[src/rtl/ptpc_pkg.sv]
// shared types, codes and defaults of the permutation test power counter
// no dependencies
package ptpc_pkg;

  localparam int unsigned MAX_PERMS_DEF  = 1024;
  localparam int unsigned COUNT_BITS_DEF = 20;

  localparam int unsigned OP_W     = 2;
  localparam int unsigned STAT_W   = 32;
  localparam int unsigned RIDX_W   = 10;
  localparam int unsigned PTOT_W   = 11;
  localparam int unsigned ALPHA_W  = 16;
  localparam int unsigned PCFG_W   = 11;
  localparam int unsigned CFG_IDX_W = 1;
  localparam int unsigned CFG_DAT_W = 16;

  localparam logic [ALPHA_W-1:0] ALPHA_RESET = 16'd3277;
  localparam logic [PCFG_W-1:0]  PERMS_RESET = 11'd1024;

  // input operation codes
  typedef enum logic [OP_W-1:0] {
    OP_OBSERVED = 2'd0,
    OP_PERMUTED = 2'd1,
    OP_READ     = 2'd2
  } op_e;

  // configuration register indexes
  typedef enum logic [CFG_IDX_W-1:0] {
    REG_ALPHA = 1'b0,
    REG_PERMS = 1'b1
  } reg_e;

  // request handed from the issue stage to the commit stage
  typedef struct packed {
    logic valid;
    logic is_read;
    logic oor;
  } req_t;

  // commit stage status
  typedef struct packed {
    logic busy;     // clearing sweep running
    logic advance;  // pipeline moves this cycle
  } status_t;

endpackage

[src/rtl/ptpc_commit.sv]
// commit stage: clearing sweep, counter read-modify-write with forwarding,
// result register; depends on ptpc_pkg
module ptpc_commit #(
  parameter int unsigned MAX_PERMS  = ptpc_pkg::MAX_PERMS_DEF,
  parameter int unsigned COUNT_BITS = ptpc_pkg::COUNT_BITS_DEF,
  localparam int unsigned AW    = $clog2(MAX_PERMS),
  localparam int unsigned PW    = $clog2(MAX_PERMS + 1),
  localparam int unsigned PRODW = ptpc_pkg::ALPHA_W + PW + 1
) (
  input  logic                        clk_i,
  input  logic                        rst_ni,
  input  ptpc_pkg::req_t              req_i,
  input  logic [AW-1:0]               addr_i,
  input  logic [PW:0]                 need_i,
  input  logic [PRODW-1:0]            prod_i,
  input  logic [ptpc_pkg::PTOT_W-1:0] ptot_i,
  input  logic [COUNT_BITS-1:0]       reps_i,
  input  logic [COUNT_BITS-1:0]       rd_data_i,
  output logic                        we_o,
  output logic [AW-1:0]               waddr_o,
  output logic [COUNT_BITS-1:0]       wdata_o,
  input  logic                        m_ready_i,
  output ptpc_pkg::status_t           status_o,
  output logic                        out_valid_o,
  output logic [ptpc_pkg::PTOT_W-1:0] out_ptot_o,
  output logic [COUNT_BITS-1:0]       out_reject_o,
  output logic [COUNT_BITS-1:0]       out_reps_o,
  output logic                        out_oor_o
);

  logic                  busy_q;
  logic [AW-1:0]         clr_q;
  logic                  fwd_valid_q;
  logic [AW-1:0]         fwd_addr_q;
  logic [COUNT_BITS-1:0] fwd_data_q;

  logic                        out_valid_q;
  logic [ptpc_pkg::PTOT_W-1:0] out_ptot_q;
  logic [COUNT_BITS-1:0]       out_reject_q;
  logic [COUNT_BITS-1:0]       out_reps_q;
  logic                        out_oor_q;

  logic                  advance;
  logic [COUNT_BITS-1:0] cnt, cnt_inc;
  logic                  reject, upd_we;

  assign advance = !out_valid_q || m_ready_i;

  // last write wins over the registered read of the same entry
  assign cnt     = (fwd_valid_q && (fwd_addr_q == addr_i)) ? fwd_data_q : rd_data_i;
  assign cnt_inc = cnt + COUNT_BITS'(1);
  assign reject  = (need_i <= prod_i[PRODW-1:ptpc_pkg::ALPHA_W]);
  assign upd_we  = advance && req_i.valid && !req_i.is_read && reject && !(&cnt);

  assign we_o    = busy_q | upd_we;
  assign waddr_o = busy_q ? clr_q : addr_i;
  assign wdata_o = busy_q ? '0 : cnt_inc;

  always_ff @(posedge clk_i or negedge rst_ni) begin
    if (!rst_ni) begin
      busy_q      <= 1'b1;
      clr_q       <= '0;
      fwd_valid_q <= 1'b0;
      out_valid_q <= 1'b0;
    end else begin
      if (busy_q) begin
        clr_q <= clr_q + AW'(1);
        if (clr_q == AW'(MAX_PERMS - 1)) begin
          busy_q <= 1'b0;
        end
      end
      if (upd_we) begin
        fwd_valid_q <= 1'b1;
      end
      if (advance) begin
        out_valid_q <= req_i.valid && req_i.is_read;
      end
    end
  end

  always_ff @(posedge clk_i) begin
    if (upd_we) begin
      fwd_addr_q <= addr_i;
      fwd_data_q <= cnt_inc;
    end
    if (advance) begin
      out_ptot_q   <= ptot_i;
      out_reject_q <= req_i.oor ? '0 : cnt;
      out_reps_q   <= reps_i;
      out_oor_q    <= req_i.oor;
    end
  end

  assign status_o.busy    = busy_q;
  assign status_o.advance = advance;

  assign out_valid_o  = out_valid_q;
  assign out_ptot_o   = out_ptot_q;
  assign out_reject_o = out_reject_q;
  assign out_reps_o   = out_reps_q;
  assign out_oor_o    = out_oor_q;

endmodule

[config.mk]
export PLATFORM = sky130hd
export DESIGN_NAME = ptpc_commit
export DESIGN_NICKNAME = d
export VERILOG_FILES = /design/src/rtl/ptpc_pkg.sv /design/src/rtl/ptpc_commit.sv
export SDC_FILE = /design/constraint.sdc
export NUM_CORES = 1
export LEC_CHECK = 0
export ABC_CLOCK_PERIOD_IN_PS = 3700
export BUFFER_PORTS_ARGS = -buffer_cell sky130_fd_sc_hd__buf_2
export CORE_ASPECT_RATIO = 0.6
export CORE_MARGIN = 2
export CORE_UTILIZATION = 45
export CTS_CLUSTER_SIZE = 20
export DETAILED_ROUTE_END_ITERATION = 16
export PLACE_DENSITY = 0.79
export SYNTH_ARGS = -nofsm -noshare
export SYNTH_HDL_FRONTEND = slang
export SYNTH_SLANG_ARGS = --single-unit
[constraint.sdc]
create_clock -name clk_i -period 3.7 [get_ports clk_i]
set_clock_uncertainty 0.15 [all_clocks]
set_input_delay 0.74 -clock clk_i [delete_from_list [all_inputs] [get_ports clk_i]]
set_output_delay 0.74 -clock clk_i [all_outputs]
set_load 0.01 [all_outputs]
==> results list, run 1 <==
- Worst-Skew Late Latency: between 300 and 400 ps
- In the global route stage, met1 resource usage came out at 0.288.
* Biggest fanout along the worst timing path: 6
- Met3 routing resource usage after global routing: 0.0536
- After the first detailed-routing iteration, the DRC count stood at 206.
- Vias in the first global route: between 3000 and 4000
- Summed over all nets, the half-perimeter wirelength after detailed placement is 9.28 mm.
* Clock Sinks: 95
- CTS buffer count: 9
- Buffers and inverters on the worst path: 5
- DP Area: approximately 6200 sq um
- The congestion estimate from routability-driven global placement came to 0.860.
* Worst IR drop on VDD: 0.000226 V
- The die is roughly 86 microns tall.
- The Yosys step of the flow raised 0 warnings.
- Post-route fraction of the period consumed by the critical path: 1.05
- In the final layout, the share of cells above drive strength 1 is 0.477.
- For this run, the slowest stage of the critical path takes 340 ps.
- Core footprint: around 11000 sq um
* Residual overflow from global routing: 0
* Setup slack of the critical path after layout: -203 ps
* Leading register cell type out of synthesis: sky130_fd_sc_hd__edfxtp_1
* Violations in the final reports: negative setup slack
- Count of buffers from port buffering: about 180
- For this configuration, the core starts out at a cell density of 0.471.
* I/O pin count: ~190
- STA puts the critical path data required time at approximately 2800 ps.
- Setup repair after global routing could not meet its margin everywhere.
- STA classifies the critical path startpoint as an input pin.
- The die is between 100 and 150 microns wide.
* Kind of cell adding the most delay to the critical path: simple AND/OR/NAND/NOR gates
* Power density over the cells: around 370 nW/um^2
- Antenna diode count: 0
* Result of the run: complete, but fails checks
- Power Total: about 2.6 mW
- Clock tree synthesis selected as its root buffer the cell sky130_fd_sc_hd__clkbuf_16.
- Data on the critical path arrives at its endpoint at 3010 ps.
* Vias per inst: 5.15
- First-pass GRT wire length: 19.8 mm
- Setup Viol. Count Final: 9
- Layer carrying the most global-route usage: met2
* Routed Antenna Nets: 0
- Number of detailed-route iterations in the first pass: 4
* Number of antenna violations at the first check in global routing: 0
* Largest net degree at the start of global routing: between 50 and 60
* Synthesized instance count: around 410
- The routed design has 12.6 mm of wire.
* Period minus WS final: between 3000 and 4000 ps
- DRC errors left: 0
- Met2 Track Usage GR: 0.342
* Net count reported at finish: ~730
- Traced cell by cell, the critical path runs through buf_6 > xnor2_2 > nand4_1 > nor3_4 > mux2i_2 > inv_2 > ha_4 > buf_4 > buf_6 > nand2_1 > nor2_1 > xnor2_1 > a21oi_2 > nor2b_4 > buf_6.
- Transition at the pin with the smallest max-transition slack: 676 ps
- Leakage: 2.93 nW
- In the final routed layout, each cell accounts on average for 16.7 microns.
* Final-report hold violation count: 0
- Averaged over all synthesized cells, the footprint is 12.2 sq um.
* Final Core Density: 0.642
- Worst Setup End Kind: output port
- At the placement stage, the worst setup path has a slack of -412 ps.
- Static timing analysis puts the maximum clock frequency at ~260 MHz.
- In this run the cell area of the synthesized design comes to roughly 5000 sq um.
- The H-tree was split into 3 levels.
- Post-CTS clock slew at the launch and capture registers of the worst setup and hold paths: 70 ps
- Across the run, the number of max-cap violations was 0.
* Share of async-settable or async-resettable flops after synthesis: 0.137
- Number of flops mapped to enable cells by yosys: 82
- Cell area after layout: 6890 sq um
- After synthesis, the netlist uses 47 different library cells.
- Area enclosed by the die boundary: between 10000 and 15000 sq um
- The longest clock path from root to sink contains 2 buffers.
- The worst setup path is of the input pin to output port kind.
* CTS Hold Bufs: 0
- The tightest min-delay check is of the input pin to async pin type.
- Worst slew margin relative to its limit: 0.549
- TritonCTS built the clock tree.
- Standard-cell rows: 29
- The detailed router placed 3885 vias in this run.
- Hold is met by 135 ps.
* Crit-path most repeated cell: sky130_fd_sc_hd__buf_6
- From synthesis to final layout, the design area changed by 36.3%.
- Synthesized netlist net count: 534
- Of the synthesized area, sequential elements account for 0.552.
* Slowest cell on crit path: sky130_fd_sc_hd__nor3_4
* Final count of pins violating max slew: 0
* Total global routing track utilization: 0.210
- In this run, synthesis produced a sequential element count of 95.
## worst register-to-register path: stages (launching register included)
cell,delay (ps)
sky130_fd_sc_hd__edfxtp_1,380
sky130_fd_sc_hd__xnor2_1,170
sky130_fd_sc_hd__nand4_1,220
sky130_fd_sc_hd__nor3_4,340
sky130_fd_sc_hd__mux2i_2,300
sky130_fd_sc_hd__inv_2,80
sky130_fd_sc_hd__ha_4,190
sky130_fd_sc_hd__and2_4,170
sky130_fd_sc_hd__buf_6,110
sky130_fd_sc_hd__nand3_2,50
sky130_fd_sc_hd__nor3_2,40
sky130_fd_sc_hd__mux2i_1,180
sky130_fd_sc_hd__o21ai_1,120
sky130_fd_sc_hd__buf_4,150
sky130_fd_sc_hd__buf_4,130
sky130_fd_sc_hd__inv_2,70
sky130_fd_sc_hd__buf_4,190
## metal layers
metal | vias up | part of all wire
li1 | 1886 | -
met1 | 1863 | 0.46
met2 | 125 | 0.47
met3 | 11 | 0.068
met4 | 0 | 0.0072
met5 | - | 0
## cells in the mapped netlist (3+ instances only)
cell type / number / area share
sky130_fd_sc_hd__clkbuf_1: 6 / 0.0045
sky130_fd_sc_hd__ha_1: 14 / 0.035
sky130_fd_sc_hd__buf_8: 3 / 0.0089
sky130_fd_sc_hd__inv_1: 16 / 0.012
sky130_fd_sc_hd__a21oi_2: 9 / 0.016
sky130_fd_sc_hd__xnor2_1: 32 / 0.055
sky130_fd_sc_hd__nor2b_1: 13 / 0.016
sky130_fd_sc_hd__xor2_1: 20 / 0.035
sky130_fd_sc_hd__and3_1: 6 / 0.0074
sky130_fd_sc_hd__nand2b_1: 3 / 0.0037
sky130_fd_sc_hd__buf_2: 4 / 0.0040
sky130_fd_sc_hd__a211oi_2: 6 / 0.015
sky130_fd_sc_hd__nor3_2: 3 / 0.0059
sky130_fd_sc_hd__a21oi_1: 9 / 0.0089
sky130_fd_sc_hd__dfrtp_1: 12 / 0.059
sky130_fd_sc_hd__edfxtp_1: 82 / 0.49
sky130_fd_sc_hd__and4_1: 6 / 0.010
sky130_fd_sc_hd__mux2i_1: 20 / 0.040
sky130_fd_sc_hd__mux2_2: 12 / 0.027
sky130_fd_sc_hd__nand4_1: 17 / 0.021
sky130_fd_sc_hd__nor3_1: 3 / 0.0030
sky130_fd_sc_hd__nand3_1: 18 / 0.018
sky130_fd_sc_hd__nand2_1: 21 / 0.016
sky130_fd_sc_hd__buf_4: 4 / 0.0059
sky130_fd_sc_hd__nor2_1: 47 / 0.035
## sequential cells by signal, indices dropped and copies added, names as in the netlist
name,flops
fwd_data_q,20
out_ptot_o,11
out_valid_o,1
out_reject_o,20
busy_q,1
fwd_addr_q,10
fwd_valid_q,1
clr_q,10
out_reps_o,20
out_oor_o,1
## final timing paths
check                                      to           from  cells past startpoint  slack (ps)
worst min register to register    fwd_valid_q    fwd_valid_q                      1         350
worst max-delay path               wdata_o[6]      addr_i[7]                     15        -200
max in group asynchronous              busy_q         rst_ni                      1        2970
worst min-delay path                 clr_q[0]         rst_ni                      1         140
worst max register to register  fwd_addr_q[3]  fwd_addr_q[9]                     16         350
min in group clk_i                fwd_valid_q    fwd_valid_q                      1         350
## cells in the final DEF (no fill, tap or decap), types with 9 or more instances in the layout
master,count
sky130_fd_sc_hd__mux2i_1,18
sky130_fd_sc_hd__buf_2,163
sky130_fd_sc_hd__nand3_1,16
sky130_fd_sc_hd__a21oi_1,9
sky130_fd_sc_hd__ha_1,13
sky130_fd_sc_hd__nand4_1,17
sky130_fd_sc_hd__buf_6,12
sky130_fd_sc_hd__inv_1,14
sky130_fd_sc_hd__xnor2_1,24
sky130_fd_sc_hd__clkbuf_16,9
sky130_fd_sc_hd__buf_4,26
sky130_fd_sc_hd__mux2_2,11
sky130_fd_sc_hd__a21oi_2,9
sky130_fd_sc_hd__edfxtp_1,82
sky130_fd_sc_hd__nand2_1,18
sky130_fd_sc_hd__dfrtp_1,12
sky130_fd_sc_hd__xor2_1,18
sky130_fd_sc_hd__nor2_1,46
## final cells by class
class | count | area (sq um)
well taps | 139 | 174
clock buffers | 10 | 229
repair buffers | 206 | 1260
clock inverters | 6 | 73.8
fillers | 844 | 3850
multi-input cells | 283 | 2310
inverters | 16 | 60.1
flip-flops and latches | 95 | 2790
## cells by family after synthesis
kind of cell / Yosys count / share of synthesized area
XOR/XNOR: 52 / 0.0901
flip-flops: 95 / 0.552
buffers and inverters: 35 / 0.0381
multiplexers: 32 / 0.0663
AND/OR/NAND/NOR: 149 / 0.163
adder cells (fa/ha/maj): 14 / 0.0346
AO/OA/AOI/OAI: 36 / 0.0564
## metrics by stage
stage,setup TNS (ps),instances
global route,-2790,755
CTS,-1660,752
global placement,-2120,727
finish,-1550,755
floorplan,-627,413
detailed placement,-6410,727
## where the power goes
group	leakage, nW	internal (mW)	switching, mW
Combinational	1.80	0.178	0.196
Clock	0.142	0.534	0.407
Sequential	0.995	1.24	0.0274
## timing repair
item | CTS | global route
buffers inserted | 8 | 3
hold endpoints to repair | 0 | 0
setup endpoints to repair | 14 | 10
gates cloned | 1 | 0
resized for setup | 38 | 14
pin swaps | 22 | 17
Note: power is estimated with default switching activity, not from simulation.
==> run 2: changes to the inputs <==
Settings changed: REMOVE_ABC_BUFFERS from default to 1.
==> results list, run 2 (synthesis results as in run 1) <==
- Max cap viols: 0 (unchanged)
- Post-route fraction of the period consumed by the critical path: 1.08 (+0.0251)
- Initial standard-cell utilization of the core: 0.471 (unchanged)
- The clock-pin slew on the worst setup and hold paths was 80 ps (about the same).
- Leakage: 2.91 nW (-0.61%)
- The average via count per standard cell came to 5.34 (+3.8%).
- Period minus WS final: 4000 ps (+92.8 ps)
- The post-detailed-route count of antenna-violating nets is 0 (unchanged).
- Standard-cell rows: 29 (unchanged)
* Area enclosed by the die boundary: 12100 sq um (unchanged)
- The first-pass iteration count of the detailed router came to 5 (+1).
- Die width: 141 microns (unchanged)
* Setup slack of the critical path after layout: -296 ps (-92.8 ps)
- Syn-to-layout area delta: 34.4%
* Class of the most critical setup path: input pin to output port
- The power density over cell area was 378 nW/um^2 (+0.90%).
* Maximum clock frequency: 250 MHz (-2.3%)
- The worst slew margin relative to its limit came to 0.531 (-0.0179).
* Data arrival time of the worst path: 3110 ps (+100 ps)
- The cell sitting at the root of the clock tree is a sky130_fd_sc_hd__clkbuf_16.
- The all-layer global routing usage came to 0.209 (-0.00108).
- Setup total negative slack: -1990 ps (-443 ps)
- Number of antenna violations at the first check in global routing: 0 (unchanged)
* Fraction of final layout cells sized beyond drive strength 1: 0.462 (-0.0150)
* WL final: 12.9 mm (+2.9%)
* Setup Viol. Count Final: 10 (+1)
* Leading cell type in the layout, fill and taps excluded: sky130_fd_sc_hd__buf_2
- TritonCTS built the clock tree.
- CTS buffer count: 9 (unchanged)
* Vias in the first global route: 3922 (-0.98%)
* Post-DP HPWL: 9.22 mm (-0.59%)
* I/O pin count: 193 (unchanged)
- The number of buffer cells added on primary ports came to 176 (unchanged).
- The placeable core region came to 10700 sq um (unchanged).
* Final-report hold violation count: 0 (unchanged)
* Net count reported at finish: 739 (+0.96%)
- Worst-Skew Late Latency: 350 ps (about the same)
- The hold buffer count at CTS is 0 (unchanged).
- The sink count of the clock tree came to 95 (unchanged).
* Final routed wire length divided by cell count: 17.0 microns (+1.9%)
* RSZ-0062 raised after global routing: true
* Transition at the pin with the smallest max-transition slack: 703 ps (+26.8 ps)
- The peak supply drop was 0.000279 V (+24%).
* Routability-driven placement congestion ratio: 0.850 (-1.1%)
- The overall die height was 86.1 microns (unchanged).
- The number of buffers on the longest clock path was 2 (unchanged).
* Min Hold Slack: 118 ps (-17.1 ps)
- The first-pass GRT wire length came to 19.8 mm (about the same).
* Kind of launch point of the worst setup path: input pin
- The overall power came to 2.57 mW (-0.49%).
* DRC errors left: 0 (unchanged)
* Result of the run: complete, but fails checks
- Largest net degree at the start of global routing: 58 (+5.5%)
- WP data required: 2810 ps (about the same)
* Residual overflow from global routing: 0 (unchanged)
- Antenna diode count: 0 (unchanged)
* Commonest cells after routing, fill and taps aside: 172 x sky130_fd_sc_hd__buf_2, 82 x sky130_fd_sc_hd__edfxtp_1, 47 x sky130_fd_sc_hd__nor2_1, 29 x sky130_fd_sc_hd__buf_4, 24 x sky130_fd_sc_hd__xnor2_1
* Worst Setup End Kind: output port
* Biggest fanout along the worst timing path: 7 (+1)
- The number of vias in the routed layout came to 4071 (+4.8%).
- Worst min path class: input pin to async pin
- The violation count after the first detailed-route iteration was 268 (+30%).
- The count of H-tree levels built during CTS is 3 (unchanged).
* Final count of pins violating max slew: 0 (unchanged)
- Violations in the final reports: negative setup slack
## run 2: cell types whose count changed in the layout (fill, tap and decap cells not counted), sizes merged
cell / delta
buf: +7
clkinv: +2
clkinvlp: -2
bufbuf: -1
bufinv: -1
clkbuf: +1
inv: +1
## run 2: repair_timing
item                                   CTS  global route
endpoints found under the hold margin    0             0
buffers inserted                        14             4
gates cloned                             0             1
setup endpoints to repair               10            34
gates resized for setup                 28            19
pin swaps                               15            18
## run 2: final cells by class
class	count	area [sq um]
fillers	850	3940
flip-flops and latches	95	2790
multi-input cells	283	2210
repair buffers	213	1260
clock buffers	10	239
well taps	139	174
inverters	16	60.1
clock inverters	6	57.6
## run 2: stage by stage
stage / cells / instance area [sq um] / setup WS, ps / utilization
detailed placement: 729 / 6140 / -499 / 0.572
floorplan: 394 / 4920 / -1640 / -
global route: 762 / 6800 / -427 / 0.633
finish: 762 / 6800 / -296 / 0.633
CTS: 757 / 6650 / -285 / 0.619
global placement: 729 / 6140 / -458 / 0.572
## run 2: critical path: stages
cell                      delay [ps]
sky130_fd_sc_hd__buf_2           130
sky130_fd_sc_hd__xnor2_2         120
sky130_fd_sc_hd__nand4_1         190
sky130_fd_sc_hd__nor3_4          300
sky130_fd_sc_hd__buf_6           140
sky130_fd_sc_hd__mux2_4          320
sky130_fd_sc_hd__ha_4            210
sky130_fd_sc_hd__buf_6           120
sky130_fd_sc_hd__and4_1          130
sky130_fd_sc_hd__nand4_1         100
sky130_fd_sc_hd__xnor2_1         130
sky130_fd_sc_hd__nor2_1           80
sky130_fd_sc_hd__a21oi_2         120
sky130_fd_sc_hd__and2b_1         150
sky130_fd_sc_hd__buf_2           130
## run 2: power breakdown
group	internal, mW	switching, mW
Combinational	0.174	0.199
Sequential	1.24	0.0274
Clock	0.492	0.439
Total	1.90	0.665
## run 2: worst paths after layout
check / start / end / slack (ps) / cells after the start
max in group asynchronous: rst_ni / busy_q / 2990 / 1
setup reg to reg: fwd_addr_q[9] / fwd_data_q[6] / 330 / 15
hold / removal: rst_ni / clr_q[0] / 120 / 1
setup / recovery: addr_i[9] / wdata_o[14] / -300 / 15
min in group clk_i: fwd_valid_q / fwd_valid_q / 330 / 1
hold reg to reg: fwd_valid_q / fwd_valid_q / 330 / 1
## run 2: layer usage
layer / wire length [microns] / share of wire / track usage / vias up
li1: - / - / - / 1897
met1: 5790 / 0.45 / 0.276 / 2007
met2: 6170 / 0.48 / 0.355 / 155
met3: 848 / 0.066 / 0.0486 / 12
met4: 128 / 0.0099 / 0.0473 / 0
met5: 0 / 0 / 0 / -
