$ cat config.mk
export PLATFORM = sky130hd
export DESIGN_NAME = ptpc_issue
export DESIGN_NICKNAME = d
export VERILOG_FILES = /design/src/rtl/ptpc_pkg.sv /design/src/rtl/ptpc_issue.sv
export SDC_FILE = /design/constraint.sdc
export NUM_CORES = 1
export LEC_CHECK = 0
export BUFFER_PORTS_ARGS = -buffer_cell sky130_fd_sc_hd__clkbuf_2
export CAP_MARGIN = 20
export CORE_MARGIN = 5
export CORE_UTILIZATION = 60
export CTS_CLUSTER_DIAMETER = 80
export CTS_CLUSTER_SIZE = 28
export DETAILED_ROUTE_END_ITERATION = 8
export PLACE_DENSITY = 0.82
export SLEW_MARGIN = 5
export SYNTH_ARGS = -nofsm -noshare
export SYNTH_HDL_FRONTEND = slang
export SYNTH_SLANG_ARGS = --single-unit
export TNS_END_PERCENT = 10
$ cat constraint.sdc
create_clock -name clk_i -period 20.6 [get_ports clk_i]
set_input_delay 4.12 -clock clk_i [delete_from_list [all_inputs] [get_ports clk_i]]
set_output_delay 4.12 -clock clk_i [all_outputs]
set_load 0.01 [all_outputs]
$ cat src/rtl/ptpc_pkg.sv
// shared types, codes and defaults of the permutation test power counter
// no dependencies
package ptpc_pkg;

  localparam int unsigned MAX_PERMS_DEF  = 1024;
  localparam int unsigned COUNT_BITS_DEF = 20;

  localparam int unsigned OP_W     = 2;
  localparam int unsigned STAT_W   = 32;
  localparam int unsigned RIDX_W   = 10;
  localparam int unsigned PTOT_W   = 11;
  localparam int unsigned ALPHA_W  = 16;
  localparam int unsigned PCFG_W   = 11;
  localparam int unsigned CFG_IDX_W = 1;
  localparam int unsigned CFG_DAT_W = 16;

  localparam logic [ALPHA_W-1:0] ALPHA_RESET = 16'd3277;
  localparam logic [PCFG_W-1:0]  PERMS_RESET = 11'd1024;

  // input operation codes
  typedef enum logic [OP_W-1:0] {
    OP_OBSERVED = 2'd0,
    OP_PERMUTED = 2'd1,
    OP_READ     = 2'd2
  } op_e;

  // configuration register indexes
  typedef enum logic [CFG_IDX_W-1:0] {
    REG_ALPHA = 1'b0,
    REG_PERMS = 1'b1
  } reg_e;

  // request handed from the issue stage to the commit stage
  typedef struct packed {
    logic valid;
    logic is_read;
    logic oor;
  } req_t;

  // commit stage status
  typedef struct packed {
    logic busy;     // clearing sweep running
    logic advance;  // pipeline moves this cycle
  } status_t;

endpackage

$ cat src/rtl/ptpc_issue.sv
// issue stage: replication state, counter read issue, limit product
// depends on ptpc_pkg
module ptpc_issue #(
  parameter int unsigned MAX_PERMS  = ptpc_pkg::MAX_PERMS_DEF,
  parameter int unsigned COUNT_BITS = ptpc_pkg::COUNT_BITS_DEF,
  localparam int unsigned AW    = $clog2(MAX_PERMS),
  localparam int unsigned PW    = $clog2(MAX_PERMS + 1),
  localparam int unsigned PRODW = ptpc_pkg::ALPHA_W + PW + 1
) (
  input  logic                               clk_i,
  input  logic                               rst_ni,
  input  logic                               accept_i,
  input  logic                               advance_i,
  input  logic [ptpc_pkg::OP_W-1:0]          op_i,
  input  logic signed [ptpc_pkg::STAT_W-1:0] stat_i,
  input  logic [ptpc_pkg::RIDX_W-1:0]        ridx_i,
  input  logic [ptpc_pkg::ALPHA_W-1:0]       alpha_i,
  input  logic [ptpc_pkg::PCFG_W-1:0]        perms_i,
  output logic                               rd_en_o,
  output logic [AW-1:0]                      rd_addr_o,
  output ptpc_pkg::req_t                     req_o,
  output logic [AW-1:0]                      addr_o,
  output logic [PW:0]                        need_o,
  output logic [PRODW-1:0]                   prod_o,
  output logic [ptpc_pkg::PTOT_W-1:0]        ptot_o,
  output logic [COUNT_BITS-1:0]              reps_o
);

  localparam int unsigned EW = (PW > ptpc_pkg::PCFG_W) ? PW : ptpc_pkg::PCFG_W;

  // replication state
  logic signed [ptpc_pkg::STAT_W-1:0] obs_q;
  logic [PW-1:0]         exceed_q, exceed_d;
  logic [PW-1:0]         pos_q, pos_d;
  logic                  open_q, open_d;
  logic [COUNT_BITS-1:0] reps_q, reps_d;
  logic                  load_obs;

  // stage registers toward commit
  ptpc_pkg::req_t                req_q, req_d;
  logic [AW-1:0]                 addr_q;
  logic [PW:0]                   need_q;
  logic [PRODW-1:0]              prod_q;
  logic [ptpc_pkg::PTOT_W-1:0]   ptot_q;
  logic [COUNT_BITS-1:0]         reps_out_q;

  logic [EW-1:0] perms_ext, eff_n, ridx_ext;
  logic          do_upd, do_read, hit;
  logic [PW-1:0] exceed_inc;

  always_comb begin
    perms_ext = EW'(perms_i);
    if (perms_ext == '0) begin
      eff_n = EW'(1);
    end else if (perms_ext > EW'(MAX_PERMS)) begin
      eff_n = EW'(MAX_PERMS);
    end else begin
      eff_n = perms_ext;
    end
  end

  assign ridx_ext   = EW'(ridx_i);
  assign hit        = (stat_i >= obs_q);
  assign exceed_inc = exceed_q + PW'(hit);

  always_comb begin
    do_upd   = 1'b0;
    do_read  = 1'b0;
    load_obs = 1'b0;
    exceed_d = exceed_q;
    pos_d    = pos_q;
    open_d   = open_q;
    reps_d   = reps_q;
    if (accept_i) begin
      case (op_i)
        ptpc_pkg::OP_OBSERVED: begin
          load_obs = 1'b1;
          exceed_d = '0;
          pos_d    = '0;
          open_d   = 1'b1;
          reps_d   = (&reps_q) ? reps_q : reps_q + COUNT_BITS'(1);
        end
        ptpc_pkg::OP_PERMUTED: begin
          // ignored with no open replication or past the configured count
          if (open_q && (EW'(pos_q) < eff_n)) begin
            do_upd   = 1'b1;
            exceed_d = exceed_inc;
            pos_d    = pos_q + PW'(1);
          end
        end
        ptpc_pkg::OP_READ: begin
          do_read = 1'b1;
        end
        default: begin
        end
      endcase
    end
  end

  assign rd_en_o   = do_upd | do_read;
  assign rd_addr_o = do_read ? ridx_ext[AW-1:0] : pos_q[AW-1:0];

  always_comb begin
    req_d.valid   = do_upd | do_read;
    req_d.is_read = do_read;
    req_d.oor     = do_read & (ridx_ext >= eff_n);
  end

  always_ff @(posedge clk_i or negedge rst_ni) begin
    if (!rst_ni) begin
      exceed_q <= '0;
      pos_q    <= '0;
      open_q   <= 1'b0;
      reps_q   <= '0;
      obs_q    <= '0;
      req_q    <= '0;
    end else begin
      exceed_q <= exceed_d;
      pos_q    <= pos_d;
      open_q   <= open_d;
      reps_q   <= reps_d;
      if (load_obs) begin
        obs_q <= stat_i;
      end
      if (advance_i) begin
        req_q <= req_d;
      end
    end
  end

  // payload toward commit, limit product alpha * (b + 2) taken here
  always_ff @(posedge clk_i) begin
    if (advance_i) begin
      addr_q     <= rd_addr_o;
      need_q     <= (PW + 1)'(exceed_inc) + (PW + 1)'(1);
      prod_q     <= PRODW'(alpha_i) * PRODW'((PW + 1)'(pos_q) + (PW + 1)'(2));
      ptot_q     <= ptpc_pkg::PTOT_W'(ridx_i) + ptpc_pkg::PTOT_W'(1);
      reps_out_q <= reps_q;
    end
  end

  assign req_o  = req_q;
  assign addr_o = addr_q;
  assign need_o = need_q;
  assign prod_o = prod_q;
  assign ptot_o = ptot_q;
  assign reps_o = reps_out_q;

endmodule

==> impl_table.tex, run 1 <==
\begin{tabular}{lr}
\hline
Metric & Value \\
\hline
\multicolumn{2}{l}{\textbf{Clocking}} \\
TritonCTS clock tree & done \\
Number of buffers added to fix hold violations after cts & 0 \\
Buffers inserted during post-CTS setup optimization & 0 \\
Max H-tree Level & 4 \\
Insertion delay of the later-clocked pin in the worst-skew pair & 0.43 ns \\
Clock Sink Count & 159 \\
Count of cells resized by post-cts repair & 0 \\
Clk Tree Root Cell & sky130\_fd\_sc\_hd\_\_clkbuf\_16 \\
Clock slew seen by the registers of the worst setup and hold paths & 0.08 ns \\
Largest buffer count on any clock path & 2 \\
Total CTS buffers & 17 \\
\multicolumn{2}{l}{\textbf{Critical path}} \\
Delay of the slowest cell on the worst path & 0.45 ns \\
Worst path required time & 16.48 ns \\
Signal arrival time at the worst endpoint & 6.63 ns \\
Critical path cell sequence & clkbuf\_2 > nor4\_1 > nand3\_1 > o21ai\_0 > nand2\_1 > ha\_1 > nand4\_1 > or3\_1 > o221a\_2 > nand3\_2 > nand2\_1 > clkbuf\_2 \\
Delay-heaviest family, CP & simple AND/OR/NAND/NOR gates \\
Startpoint-to-endpoint class of the critical path & input port to output port \\
Number of buffer and inverter instances along the worst setup path & 2 \\
Top fanout value on the critical path & 10 \\
Cell with the largest stage delay on the worst path & sky130\_fd\_sc\_hd\_\_or3\_1 \\
Type of element capturing the critical path & output port \\
Crit path launch type & input port \\
\multicolumn{2}{l}{\textbf{Placement}} \\
Detailed placer's ending HPWL & 24500 um \\
Area after DPL & 15200 um\^{}2 \\
Port-buffer cells & 169 \\
Cell count after placement & 1887 \\
Weighted congestion at the end of routability-driven global placement & 0.905 \\
\multicolumn{2}{l}{\textbf{Yosys}} \\
Sequential-to-total area share from yosys stat & 0.311 \\
List of most frequent post-synthesis cells & sky130\_fd\_sc\_hd\_\_inv\_1 (235), sky130\_fd\_sc\_hd\_\_nand2\_1 (204), sky130\_fd\_sc\_hd\_\_fa\_1 (140) \\
Distinct cell type count of the synthesized netlist & 76 \\
Number of synthesized register bits & 159 \\
Post-synth ARST share & 0.491 \\
Syn\_nets & 1786 \\
Synth warn & 0 \\
Avg Cell Area, Syn & 9.76 um\^{}2 \\
Largest area contributor in the synthesized netlist & sky130\_fd\_sc\_hd\_\_fa\_1 \\
Cell types occupying the most area after synthesis & sky130\_fd\_sc\_hd\_\_fa\_1 (20\%), sky130\_fd\_sc\_hd\_\_edfxtp\_1 (17\%), sky130\_fd\_sc\_hd\_\_dfrtp\_1 (14\%) \\
Portion of synthesized cell area occupied by the leading cell type & 0.199 \\
Cell count after synthesis & 1446 \\
Number of flops mapped to enable cells by yosys & 81 \\
Top\_reg\_cell synth & sky130\_fd\_sc\_hd\_\_edfxtp\_1 \\
Most frequent cell after synthesis & sky130\_fd\_sc\_hd\_\_inv\_1 \\
Cell area after synthesis & 14100 um\^{}2 \\
\multicolumn{2}{l}{\textbf{Power and ir drop}} \\
Maximum vdd ir drop & 0.0550 mV \\
P\_leak & 0.00786 uW \\
Power density relative to cell area & 69.1 nW/um\^{}2 \\
\multicolumn{2}{l}{\textbf{GRT}} \\
Largest net degree at the start of global routing & 79 \\
Global routing usage on met1 & 0.324 \\
Number of antenna violations at the first check in global routing & 0 \\
Met2 usage in global routing & 0.436 \\
First-pass GRT wire length & 53900 um \\
GR met3 Demand/Resource & 0.0358 \\
Sum of overflow across all layers after global routing & 0 \\
Global-route total usage across every layer & 0.250 \\
Top Usage Layer GRT & met2 \\
Via count of the first global-routing pass & 11000 \\
\multicolumn{2}{l}{\textbf{Layout}} \\
Finished Core Util & 0.681 \\
Final \#Nets & 1929 \\
Fraction of layout cells with a size suffix above 1 & 0.147 \\
Final cell count without fillers & 1921 \\
Summed area of non-filler cells in the final layout & 15900 um\^{}2 \\
Layout area overhead & 12.5\% \\
Antenna Diode Count & 0 \\
\multicolumn{2}{l}{\textbf{STA}} \\
Worst Skew & 0.0161 ns \\
Transition at the pin with the smallest max-transition slack & 0.938 ns \\
Max-slew headroom at the worst pin & 0.372 \\
Final count of pins violating max slew & 0 \\
Final Hold Slack & 0.482 ns \\
Portion of the clock cycle consumed by the worst path in the final layout & 0.522 \\
Final hold violations & 0 \\
Min Tclk post-route & 10.75 ns \\
Setup repair after global routing missed its margin & no \\
Sum of negative setup slack & 0 ns \\
Top achievable clock speed & 0.0930 GHz \\
Setup-violating endpoint count in the final report & 0 \\
\multicolumn{2}{l}{\textbf{Drt}} \\
DR pass1 iterations & 5 \\
WL per Instance & 16.7 um \\
Violation count after the first detailed-route iteration & 714 \\
Number of vias per cell & 5.60 \\
Remaining antenna violation count after routing & 0 \\
Detailed-route wire length & 32200 um \\
DRC violations left & 0 \\
Via Count & 10800 \\
\multicolumn{2}{l}{\textbf{Die}} \\
Initial core utilization & 0.605 \\
Die height & 163 um \\
Number of primary I/O pins & 170 \\
DIE AREA & 26700 um\^{}2 \\
Standard-cell row count & 56 \\
Horizontal extent of the die & 163 um \\
Area of the core & 23300 um\^{}2 \\
\multicolumn{2}{l}{\textbf{Min path}} \\
Kind of path behind the tightest hold check & register to register \\
\multicolumn{2}{l}{\textbf{Outcome}} \\
Result of the run & finished, final reports clean \\
\multicolumn{2}{l}{\textbf{Flow run}} \\
Count of max-cap constraint violations & 0 \\
\hline
\end{tabular}
-- path summary, 6_finish.rpt --
path	start	end	slack [ns]	depth (start not counted)
max	perms_i[4]	rd_en_o	9.85	12
min	reps_q[16]	reps_o[16]	0.48	0
max reg2reg	pos_q[1]	prod_o[27]	12.96	20
min reg2reg	reps_q[16]	reps_o[16]	0.48	0
max in group asynchronous	rst_ni	pos_q[9]	16.47	2
min in group asynchronous	rst_ni	obs_q[14]	3.54	1
-- routing by layer --
metal / routed length (um) / share of wire
met1: 12900 / 0.40
met2: 16200 / 0.50
met3: 2210 / 0.069
met4: 799 / 0.025
met5: 0 / 0
-- per-stage QoR --
stage	power (uW)	worst slack, ns
6_report	1100	9.85
5_1_grt	1170	9.61
4_1_cts	1110	9.89
3_5_place_dp	785	9.91
3_3_place_gp	769	9.95
2_1_floorplan	669	10.37
-- where the power goes --
group | internal [uW] | leakage, uW | total, uW | switching (uW)
clock network | 165 | 0.000293 | 317 | 152
registers | 391 | 0.00181 | 413 | 21.9
logic | 145 | 0.00575 | 367 | 223
total | 701 | 0.00786 | 1100 | 397
-- area by class of cell --
cell class,count,area [um^2]
tap,319,399
sequential,159,4380
fill,1793,7450
multi-input combinational,995,8640
inverter,236,886
timing repair buffer,180,953
clock inverter,15,193
clock buffer,17,425
-- registers in the layout (all words and copies together) (netlist names) --
| register | cells |
|---|---|
| obs_q | 32 |
| prod_o | 28 |
| reps_o | 20 |
| reps_q | 20 |
| need_o | 12 |
| exceed_q | 11 |
| pos_q | 11 |
| ptot_o | 11 |
| addr_o | 10 |
| req_o | 3 |
| open_q | 1 |
-- logic make-up after synthesis --
group           after synthesis  synth area share
fa+ha+maj                   265             0.309
compound gates              202            0.0940
buf+inv                     292            0.0787
mux                          11           0.00869
xor+xnor                     74            0.0459
simple gates                443             0.153
flops                       159             0.311
-- cell usage in the layout, fill, tap and decap left out, types with 3 or more instances in the layout --
cell type                   count
sky130_fd_sc_hd__inv_1        235
sky130_fd_sc_hd__nor2_1        40
sky130_fd_sc_hd__clkinv_8       8
sky130_fd_sc_hd__a21o_1        26
sky130_fd_sc_hd__o21ai_0       54
sky130_fd_sc_hd__a31o_1         5
sky130_fd_sc_hd__and2_1        68
sky130_fd_sc_hd__o31ai_1        4
sky130_fd_sc_hd__a31oi_1        9
sky130_fd_sc_hd__buf_4         12
sky130_fd_sc_hd__o21a_1         4
sky130_fd_sc_hd__o22ai_1        7
sky130_fd_sc_hd__a22o_1         4
sky130_fd_sc_hd__xor2_1        25
sky130_fd_sc_hd__nor2b_1       10
sky130_fd_sc_hd__edfxtp_1      81
sky130_fd_sc_hd__nor4_1         4
sky130_fd_sc_hd__fa_1         140
sky130_fd_sc_hd__nand4_1       15
sky130_fd_sc_hd__nand2_1      204
sky130_fd_sc_hd__or3_1          4
sky130_fd_sc_hd__ha_1         125
sky130_fd_sc_hd__clkbuf_2     167
sky130_fd_sc_hd__o311ai_1       4
sky130_fd_sc_hd__nand2b_1      24
sky130_fd_sc_hd__clkbuf_16     17
sky130_fd_sc_hd__nor3b_1        3
sky130_fd_sc_hd__a21oi_1       36
sky130_fd_sc_hd__o211ai_1       8
sky130_fd_sc_hd__inv_6          5
sky130_fd_sc_hd__nor3_1        12
sky130_fd_sc_hd__nand3_1       26
sky130_fd_sc_hd__dfrtp_1       78
sky130_fd_sc_hd__o21bai_1       5
sky130_fd_sc_hd__mux2_2         9
sky130_fd_sc_hd__o21ai_1        8
sky130_fd_sc_hd__xnor2_1       48
sky130_fd_sc_hd__and3_1        15
sky130_fd_sc_hd__nand3b_1       3
Power figures use the tool's default switching activity.
==> run 2: changes to the inputs <==
--- a/config.mk
+++ b/config.mk
@@ -5,14 +5,15 @@
 export SDC_FILE = /design/constraint.sdc
 export NUM_CORES = 1
 export LEC_CHECK = 0
+export ABC_AREA = 1
 export BUFFER_PORTS_ARGS = -buffer_cell sky130_fd_sc_hd__clkbuf_2
 export CAP_MARGIN = 20
 export CORE_MARGIN = 5
-export CORE_UTILIZATION = 60
+export CORE_UTILIZATION = 55
 export CTS_CLUSTER_DIAMETER = 80
 export CTS_CLUSTER_SIZE = 28
 export DETAILED_ROUTE_END_ITERATION = 8
-export PLACE_DENSITY = 0.82
+export PLACE_DENSITY = 0.79
 export SLEW_MARGIN = 5
 export SYNTH_ARGS = -nofsm -noshare
 export SYNTH_HDL_FRONTEND = slang
==> constraint.sdc (replaced) <==
create_clock -name clk_i -period 9.7 [get_ports clk_i]
set_input_delay 1.94 -clock clk_i [delete_from_list [all_inputs] [get_ports clk_i]]
set_output_delay 1.94 -clock clk_i [all_outputs]
set_load 0.01 [all_outputs]
==> run 2 against run 1 <==
Against the previous run: critical path depth rose by 13; core utilization fell by 5.8 points; non-clock buffer count fell by 8; flip-flop and latch count did not move; sequential share of layout area fell by 0.53 points; setup slack got worse by 7.1 ns; final cell count rose by 14%; largest power group unchanged; highest routed layer unchanged.
==> impl_table.tex, run 2 <==
\begin{tabular}{lr}
\hline
Metric & Value \\
\hline
\multicolumn{2}{l}{\textbf{Outcome}} \\
Result of the run & finished, final reports clean \\
\multicolumn{2}{l}{\textbf{Die}} \\
Standard-cell row count & 59 \\
DIE AREA & 29600 um\^{}2 \\
Number of primary I/O pins & 170 \\
Die height & 172 um \\
Area of the core & 26000 um\^{}2 \\
Horizontal extent of the die & 172 um \\
Initial core utilization & 0.557 \\
\multicolumn{2}{l}{\textbf{Drt}} \\
Remaining antenna violation count after routing & 0 \\
Detailed-route wire length & 35400 um \\
DRC violations left & 0 \\
WL per Instance & 16.2 um \\
Violation count after the first detailed-route iteration & 845 \\
Number of vias per cell & 5.36 \\
DR pass1 iterations & 5 \\
Via Count & 11700 \\
\multicolumn{2}{l}{\textbf{Placement}} \\
Port-buffer cells & 169 \\
Weighted congestion at the end of routability-driven global placement & 0.933 \\
Detailed placer's ending HPWL & 28100 um \\
Area after DPL & 15500 um\^{}2 \\
\multicolumn{2}{l}{\textbf{Yosys}} \\
Post-synth ARST share & 0.491 \\
Syn\_nets & 2026 \\
Avg Cell Area, Syn & 8.58 um\^{}2 \\
List of most frequent post-synthesis cells & sky130\_fd\_sc\_hd\_\_nand2\_1 (386), sky130\_fd\_sc\_hd\_\_inv\_1 (327), sky130\_fd\_sc\_hd\_\_fa\_1 (140) \\
Number of synthesized register bits & 159 \\
Sequential-to-total area share from yosys stat & 0.303 \\
Top\_reg\_cell synth & sky130\_fd\_sc\_hd\_\_edfxtp\_1 \\
Largest area contributor in the synthesized netlist & sky130\_fd\_sc\_hd\_\_fa\_1 \\
Cell types occupying the most area after synthesis & sky130\_fd\_sc\_hd\_\_fa\_1 (19\%), sky130\_fd\_sc\_hd\_\_edfxtp\_1 (17\%), sky130\_fd\_sc\_hd\_\_dfrtp\_1 (13\%) \\
Distinct cell type count of the synthesized netlist & 50 \\
Number of flops mapped to enable cells by yosys & 81 \\
Most frequent cell after synthesis & sky130\_fd\_sc\_hd\_\_nand2\_1 \\
Portion of synthesized cell area occupied by the leading cell type & 0.194 \\
Cell area after synthesis & 14500 um\^{}2 \\
Synth warn & 0 \\
Cell count after synthesis & 1686 \\
\multicolumn{2}{l}{\textbf{Clocking}} \\
TritonCTS clock tree & done \\
Largest buffer count on any clock path & 2 \\
Clk Tree Root Cell & sky130\_fd\_sc\_hd\_\_clkbuf\_16 \\
Insertion delay of the later-clocked pin in the worst-skew pair & 0.44 ns \\
Clock slew seen by the registers of the worst setup and hold paths & 0.07 ns \\
Clock Sink Count & 159 \\
Count of cells resized by post-cts repair & 0 \\
Number of buffers added to fix hold violations after cts & 0 \\
Buffers inserted during post-CTS setup optimization & 0 \\
Max H-tree Level & 4 \\
Total CTS buffers & 17 \\
\multicolumn{2}{l}{\textbf{STA}} \\
Setup repair after global routing missed its margin & no \\
Setup-violating endpoint count in the final report & 0 \\
Max-slew headroom at the worst pin & 0.267 \\
Min Tclk post-route & 6.98 ns \\
Transition at the pin with the smallest max-transition slack & 1.09 ns \\
Final count of pins violating max slew & 0 \\
Final hold violations & 0 \\
Sum of negative setup slack & 0 ns \\
Portion of the clock cycle consumed by the worst path in the final layout & 0.720 \\
Final Hold Slack & 0.455 ns \\
Worst Skew & 0.0152 ns \\
Top achievable clock speed & 0.143 GHz \\
\multicolumn{2}{l}{\textbf{Min path}} \\
Kind of path behind the tightest hold check & register to register \\
Worst Hold Path EP & open\_q \\
Startpoint of the most critical hold path & open\_q \\
Hold Crit Depth & 2 \\
\multicolumn{2}{l}{\textbf{Layout}} \\
Layout area overhead & 11.9\% \\
Summed area of non-filler cells in the final layout & 16200 um\^{}2 \\
Finished Core Util & 0.623 \\
Most flops, register & obs\_q \\
Leading cell type in the layout, fill and taps excluded & sky130\_fd\_sc\_hd\_\_nand2\_1 \\
Seq. cell area & 4380 um\^{}2 \\
Fill cell total of the finished layout & 2225 \\
Fraction of layout cells with a size suffix above 1 & 0.130 \\
Max reg flops & 32 \\
Leading cell types in the layout, fill and taps excluded & sky130\_fd\_sc\_hd\_\_nand2\_1 (386), sky130\_fd\_sc\_hd\_\_inv\_1 (327), sky130\_fd\_sc\_hd\_\_clkbuf\_2 (167) \\
Multi-input gate area in the final layout & 8610 um\^{}2 \\
Final \#Nets & 2174 \\
Antenna Diode Count & 0 \\
\multicolumn{2}{l}{\textbf{GRT}} \\
Sum of overflow across all layers after global routing & 0 \\
Largest net degree at the start of global routing & 84 \\
Global-route total usage across every layer & 0.247 \\
First-pass GRT wire length & 58500 um \\
Via count of the first global-routing pass & 12000 \\
Number of antenna violations at the first check in global routing & 0 \\
\multicolumn{2}{l}{\textbf{Critical path}} \\
End of the worst register-to-register path & prod\_o[20] \\
Crit path launch type & register \\
Worst path required time & 9.87 ns \\
Depth of the worst register-to-register path & 25 \\
Origin of the critical flop-to-flop path & pos\_q[1] \\
Signal arrival time at the worst endpoint & 7.15 ns \\
R2r setup slk & 2.72 ns \\
Top fanout value on the critical path & 16 \\
Startpoint-to-endpoint class of the critical path & register to register \\
Type of element capturing the critical path & register \\
\multicolumn{2}{l}{\textbf{Power and ir drop}} \\
Internal power & 1350 uW \\
Switch share & 0.347 \\
P\_leak & 0.00833 uW \\
Part of the total power dissipated in sequential elements & 0.417 \\
Power density relative to cell area & 127 nW/um\^{}2 \\
Clock group share of total power & 0.334 \\
Combinational group share of total power & 0.249 \\
Net switching power figure & 716 uW \\
Maximum vdd ir drop & 0.111 mV \\
\multicolumn{2}{l}{\textbf{Flow run}} \\
Count of max-cap constraint violations & 0 \\
\hline
\end{tabular}
## run 2: changes by cell type in the layout (fill, tap and decap cells not counted), moves of 36 or more
cell,change
sky130_fd_sc_hd__nor2_1,+86
sky130_fd_sc_hd__nand3_1,+38
sky130_fd_sc_hd__and2_1,-67
sky130_fd_sc_hd__nand2_1,+182
sky130_fd_sc_hd__xnor2_1,-36
sky130_fd_sc_hd__inv_1,+92
## run 2: cell type report
cell class | count | area share
Inverter | 338 | 0.0784
Timing Repair Buffer | 172 | 0.0552
Clock buffer | 17 | 0.0263
Clock inverter | 15 | 0.0114
Sequential cell | 159 | 0.271
Multi-Input combinational cell | 1146 | 0.532
Tap cell | 335 | 0.0259
## run 2: routing by layer
layer | global-route usage | up-vias | routed length [um]
met2 | 0.401 | 444 | 16500
li1 | - | 5557 | -
met3 | 0.0455 | 76 | 2540
met4 | 0.0851 | 0 | 1110
met5 | 0 | - | 0
met1 | 0.338 | 5625 | 15200
## run 2: worst max-delay path, stage by stage, from the launching register on
cell                       delay, ns
sky130_fd_sc_hd__dfrtp_1        0.60
sky130_fd_sc_hd__inv_2          0.28
sky130_fd_sc_hd__nor2_1         0.26
sky130_fd_sc_hd__nand3_1        0.15
sky130_fd_sc_hd__nor2_1         0.18
sky130_fd_sc_hd__nand2_1        0.07
sky130_fd_sc_hd__nand2_1        0.06
sky130_fd_sc_hd__nand2_1        0.36
sky130_fd_sc_hd__inv_1          0.41
sky130_fd_sc_hd__nand2_1        0.13
sky130_fd_sc_hd__fa_1           0.51
sky130_fd_sc_hd__fa_1           0.55
sky130_fd_sc_hd__inv_1          0.06
sky130_fd_sc_hd__fa_1           0.50
sky130_fd_sc_hd__fa_1           0.55
sky130_fd_sc_hd__inv_1          0.06
sky130_fd_sc_hd__fa_1           0.53
sky130_fd_sc_hd__inv_1          0.04
sky130_fd_sc_hd__ha_1           0.36
sky130_fd_sc_hd__a21oi_1        0.24
sky130_fd_sc_hd__o21ai_0        0.13
sky130_fd_sc_hd__nand2_1        0.08
sky130_fd_sc_hd__nand2_1        0.09
sky130_fd_sc_hd__a21oi_1        0.23
sky130_fd_sc_hd__o21bai_1       0.13
sky130_fd_sc_hd__xor2_1         0.17
## run 2: worst max-delay path by stage
stage | endpoint | depth (start not counted) | startpoint
after CTS | prod_o[20] | 25 | pos_q[1]
final | prod_o[20] | 25 | pos_q[1]
after floorplan | prod_o[23] | 19 | alpha_i[11]
after global routing | prod_o[20] | 25 | pos_q[1]
after detailed placement | prod_o[23] | 19 | alpha_i[7]
after global placement | prod_o[20] | 17 | alpha_i[5]
## run 2: cells by family after synthesis
group,count (synthesis),share of synthesized area
AO/OA/AOI/OAI,169,0.0620
XOR/XNOR,61,0.0385
adder cells (fa/ha/maj),265,0.302
buffers and inverters,381,0.102
flip-flops,159,0.303
AND/OR/NAND/NOR,651,0.193
## run 2: through the flow
stage               cells  total power [uW]  worst slack, ns
finish               2182              2060             2.72
global route         2182              2190             2.23
CTS                  2180              2080             2.83
detailed placement   2148              1380             2.79
global placement     2148              1360             2.82
floorplan            1686              1200             3.24
## run 2: power groups by stage
stage / combinational, uW / sequential, uW / clock (uW)
after detailed placement: 510 / 872 / 0
after CTS: 516 / 860 / 703
after global routing: 593 / 869 / 729
after global placement: 493 / 869 / 0
after floorplan: 320 / 877 / 0
final: 513 / 860 / 690
==> run 3: changes to the inputs <==
==> constraint.sdc (replaced) <==
create_clock -name clk_i -period 5.9 [get_ports clk_i]
set_input_delay 1.18 -clock clk_i [delete_from_list [all_inputs] [get_ports clk_i]]
set_output_delay 1.18 -clock clk_i [all_outputs]
set_load 0.01 [all_outputs]
==> run 3 against run 2 <==
Against the previous run: routed wire length up 2.7%; sequential share of layout area down 2.0 points; flip-flop and latch count unchanged; combinational power up 92%; setup slack worse by 2.7 ns; critical endpoint unchanged; largest cell class unchanged.
==> impl_table.tex, run 3 (synthesis gave the netlist of run 2 again) <==
\begin{tabular}{lr}
\hline
Metric & Value \\
\hline
\multicolumn{2}{l}{\textbf{GRT}} \\
Via count of the first global-routing pass & 12400 \\
Global-route total usage across every layer & 0.249 \\
Largest net degree at the start of global routing & 64 \\
Sum of overflow across all layers after global routing & 0 \\
Number of antenna violations at the first check in global routing & 1 \\
First-pass GRT wire length & 59100 um \\
\multicolumn{2}{l}{\textbf{Layout}} \\
Leading cell types in the layout, fill and taps excluded & sky130\_fd\_sc\_hd\_\_nand2\_1 (367), sky130\_fd\_sc\_hd\_\_inv\_1 (317), sky130\_fd\_sc\_hd\_\_clkbuf\_2 (167) \\
Max reg flops & 32 \\
Final \#Nets & 2271 \\
Leading cell type in the layout, fill and taps excluded & sky130\_fd\_sc\_hd\_\_nand2\_1 \\
Multi-input gate area in the final layout & 9080 um\^{}2 \\
Final cell count without fillers & 2279 \\
Summed area of non-filler cells in the final layout & 17500 um\^{}2 \\
Most flops, register & obs\_q \\
Antenna Diode Count & 0 \\
Layout area overhead & 20.8\% \\
Fill cell total of the finished layout & 2044 \\
Seq. cell area & 4380 um\^{}2 \\
Finished Core Util & 0.673 \\
Fraction of layout cells with a size suffix above 1 & 0.220 \\
\multicolumn{2}{l}{\textbf{Critical path}} \\
Startpoint-to-endpoint class of the critical path & register to register \\
Worst setup path startpoint & pos\_q[1] \\
Type of element capturing the critical path & register \\
Origin of the critical flop-to-flop path & pos\_q[1] \\
Signal arrival time at the worst endpoint & 6.10 ns \\
Worst path required time & 6.15 ns \\
Crit path launch type & register \\
Top fanout value on the critical path & 8 \\
\multicolumn{2}{l}{\textbf{STA}} \\
Min Tclk post-route & 5.84 ns \\
Max-slew headroom at the worst pin & 0.441 \\
Top achievable clock speed & 0.171 GHz \\
Final count of pins violating max slew & 0 \\
Setup-violating endpoint count in the final report & 0 \\
Setup repair after global routing missed its margin & yes \\
Worst Skew & 0.00839 ns \\
Portion of the clock cycle consumed by the worst path in the final layout & 0.990 \\
Transition at the pin with the smallest max-transition slack & 0.838 ns \\
Final Hold Slack & 0.495 ns \\
Final hold violations & 0 \\
\multicolumn{2}{l}{\textbf{Clocking}} \\
Max H-tree Level & 4 \\
Clk Tree Root Cell & sky130\_fd\_sc\_hd\_\_clkbuf\_16 \\
Largest buffer count on any clock path & 2 \\
Clock Sink Count & 159 \\
Insertion delay of the later-clocked pin in the worst-skew pair & 0.43 ns \\
Total CTS buffers & 17 \\
Clock slew seen by the registers of the worst setup and hold paths & 0.07 ns \\
TritonCTS clock tree & done \\
Number of buffers added to fix hold violations after cts & 0 \\
\multicolumn{2}{l}{\textbf{Placement}} \\
Area after DPL & 16300 um\^{}2 \\
Cell count after placement & 2236 \\
Detailed placer's ending HPWL & 28800 um \\
Port-buffer cells & 169 \\
Weighted congestion at the end of routability-driven global placement & 0.918 \\
\multicolumn{2}{l}{\textbf{Outcome}} \\
Result of the run & finished, final reports clean \\
\multicolumn{2}{l}{\textbf{Drt}} \\
Number of vias per cell & 5.40 \\
DRC violations left & 0 \\
Remaining antenna violation count after routing & 0 \\
Detailed-route wire length & 36400 um \\
DR pass1 iterations & 7 \\
WL per Instance & 16.0 um \\
Violation count after the first detailed-route iteration & 879 \\
Via Count & 12300 \\
\multicolumn{2}{l}{\textbf{Die}} \\
Area of the core & 26000 um\^{}2 \\
Number of primary I/O pins & 170 \\
DIE AREA & 29600 um\^{}2 \\
Standard-cell row count & 59 \\
Horizontal extent of the die & 172 um \\
Initial core utilization & 0.557 \\
Die height & 172 um \\
\multicolumn{2}{l}{\textbf{Power and ir drop}} \\
P\_leak & 0.00886 uW \\
Power density relative to cell area & 202 nW/um\^{}2 \\
Maximum vdd ir drop & 0.169 mV \\
\multicolumn{2}{l}{\textbf{Min path}} \\
Kind of path behind the tightest hold check & register to register \\
Startpoint of the most critical hold path & open\_q \\
\multicolumn{2}{l}{\textbf{Flow run}} \\
Count of max-cap constraint violations & 0 \\
\hline
\end{tabular}
-- run 3: stage by stage --
stage | worst slack (ns) | power, uW | setup TNS [ns]
6_report | 0.0567 | 3540 | 0
3_5_place_dp | -0.136 | 2320 | -0.459
4_1_cts | 0.000930 | 3470 | 0
3_3_place_gp | -0.126 | 2280 | -0.258
2_1_floorplan | 0.199 | 1970 | 0
5_1_grt | -0.158 | 3750 | -1.35
-- run 3: final timing paths --
check	end	slack (ns)	cells past startpoint
worst min-delay path	open_q	0.50	2
max in group asynchronous	obs_q[16]	4.20	2
worst min register to register	open_q	0.50	2
min in group asynchronous	reps_q[16]	0.61	1
worst max-delay path	prod_o[20]	0.06	23
worst max register to register	prod_o[20]	0.06	23
-- run 3: what timing repair did --
| item | 4_1_cts | 5_1_grt |
|---|---|---|
| setup endpoints to repair | 7 | 16 |
| gates resized for setup | 9 | 118 |
| pin swaps | 0 | 61 |
| setup buffers | 0 | 10 |
-- run 3: cell type report --
type                    count  area share
repair buffers            269      0.0961
clock inverters            15      0.0115
multi-input cells        1146       0.520
inverters                 338      0.0734
flip-flops and latches    159       0.251
well taps                 335      0.0240
clock buffers              17      0.0243
-- run 3: worst max-delay path, cell delays in order (launching register included) --
cell	delay [ns]
sky130_fd_sc_hd__dfrtp_1	0.43
sky130_fd_sc_hd__ha_2	0.22
sky130_fd_sc_hd__nand2_2	0.07
sky130_fd_sc_hd__inv_2	0.07
sky130_fd_sc_hd__nand4_1	0.20
sky130_fd_sc_hd__nor2_2	0.20
sky130_fd_sc_hd__inv_2	0.07
sky130_fd_sc_hd__nor2_4	0.21
sky130_fd_sc_hd__clkinv_4	0.19
sky130_fd_sc_hd__nor2_4	0.14
sky130_fd_sc_hd__fa_1	0.43
sky130_fd_sc_hd__fa_1	0.52
sky130_fd_sc_hd__fa_1	0.44
sky130_fd_sc_hd__fa_1	0.49
sky130_fd_sc_hd__inv_1	0.06
sky130_fd_sc_hd__fa_1	0.56
sky130_fd_sc_hd__inv_1	0.07
sky130_fd_sc_hd__ha_4	0.31
sky130_fd_sc_hd__nand2_2	0.09
sky130_fd_sc_hd__nor2_2	0.13
sky130_fd_sc_hd__nor3b_4	0.26
sky130_fd_sc_hd__a21oi_2	0.10
sky130_fd_sc_hd__o21bai_1	0.18
sky130_fd_sc_hd__xor2_1	0.21
-- run 3: where the power goes --
group          internal (uW)  switching (uW)
combinational            389             594
clock                    584             559
sequential              1330            83.6
total                   2300            1240
-- run 3: routing by layer --
layer / vias up / wire length (um) / track usage
met2: 522 / 17700 / 0.417
li1: 5769 / - / -
met3: 69 / 2890 / 0.0444
met5: - / 13 / 0
met4: 2 / 821 / 0.0670
met1: 5947 / 14900 / 0.337
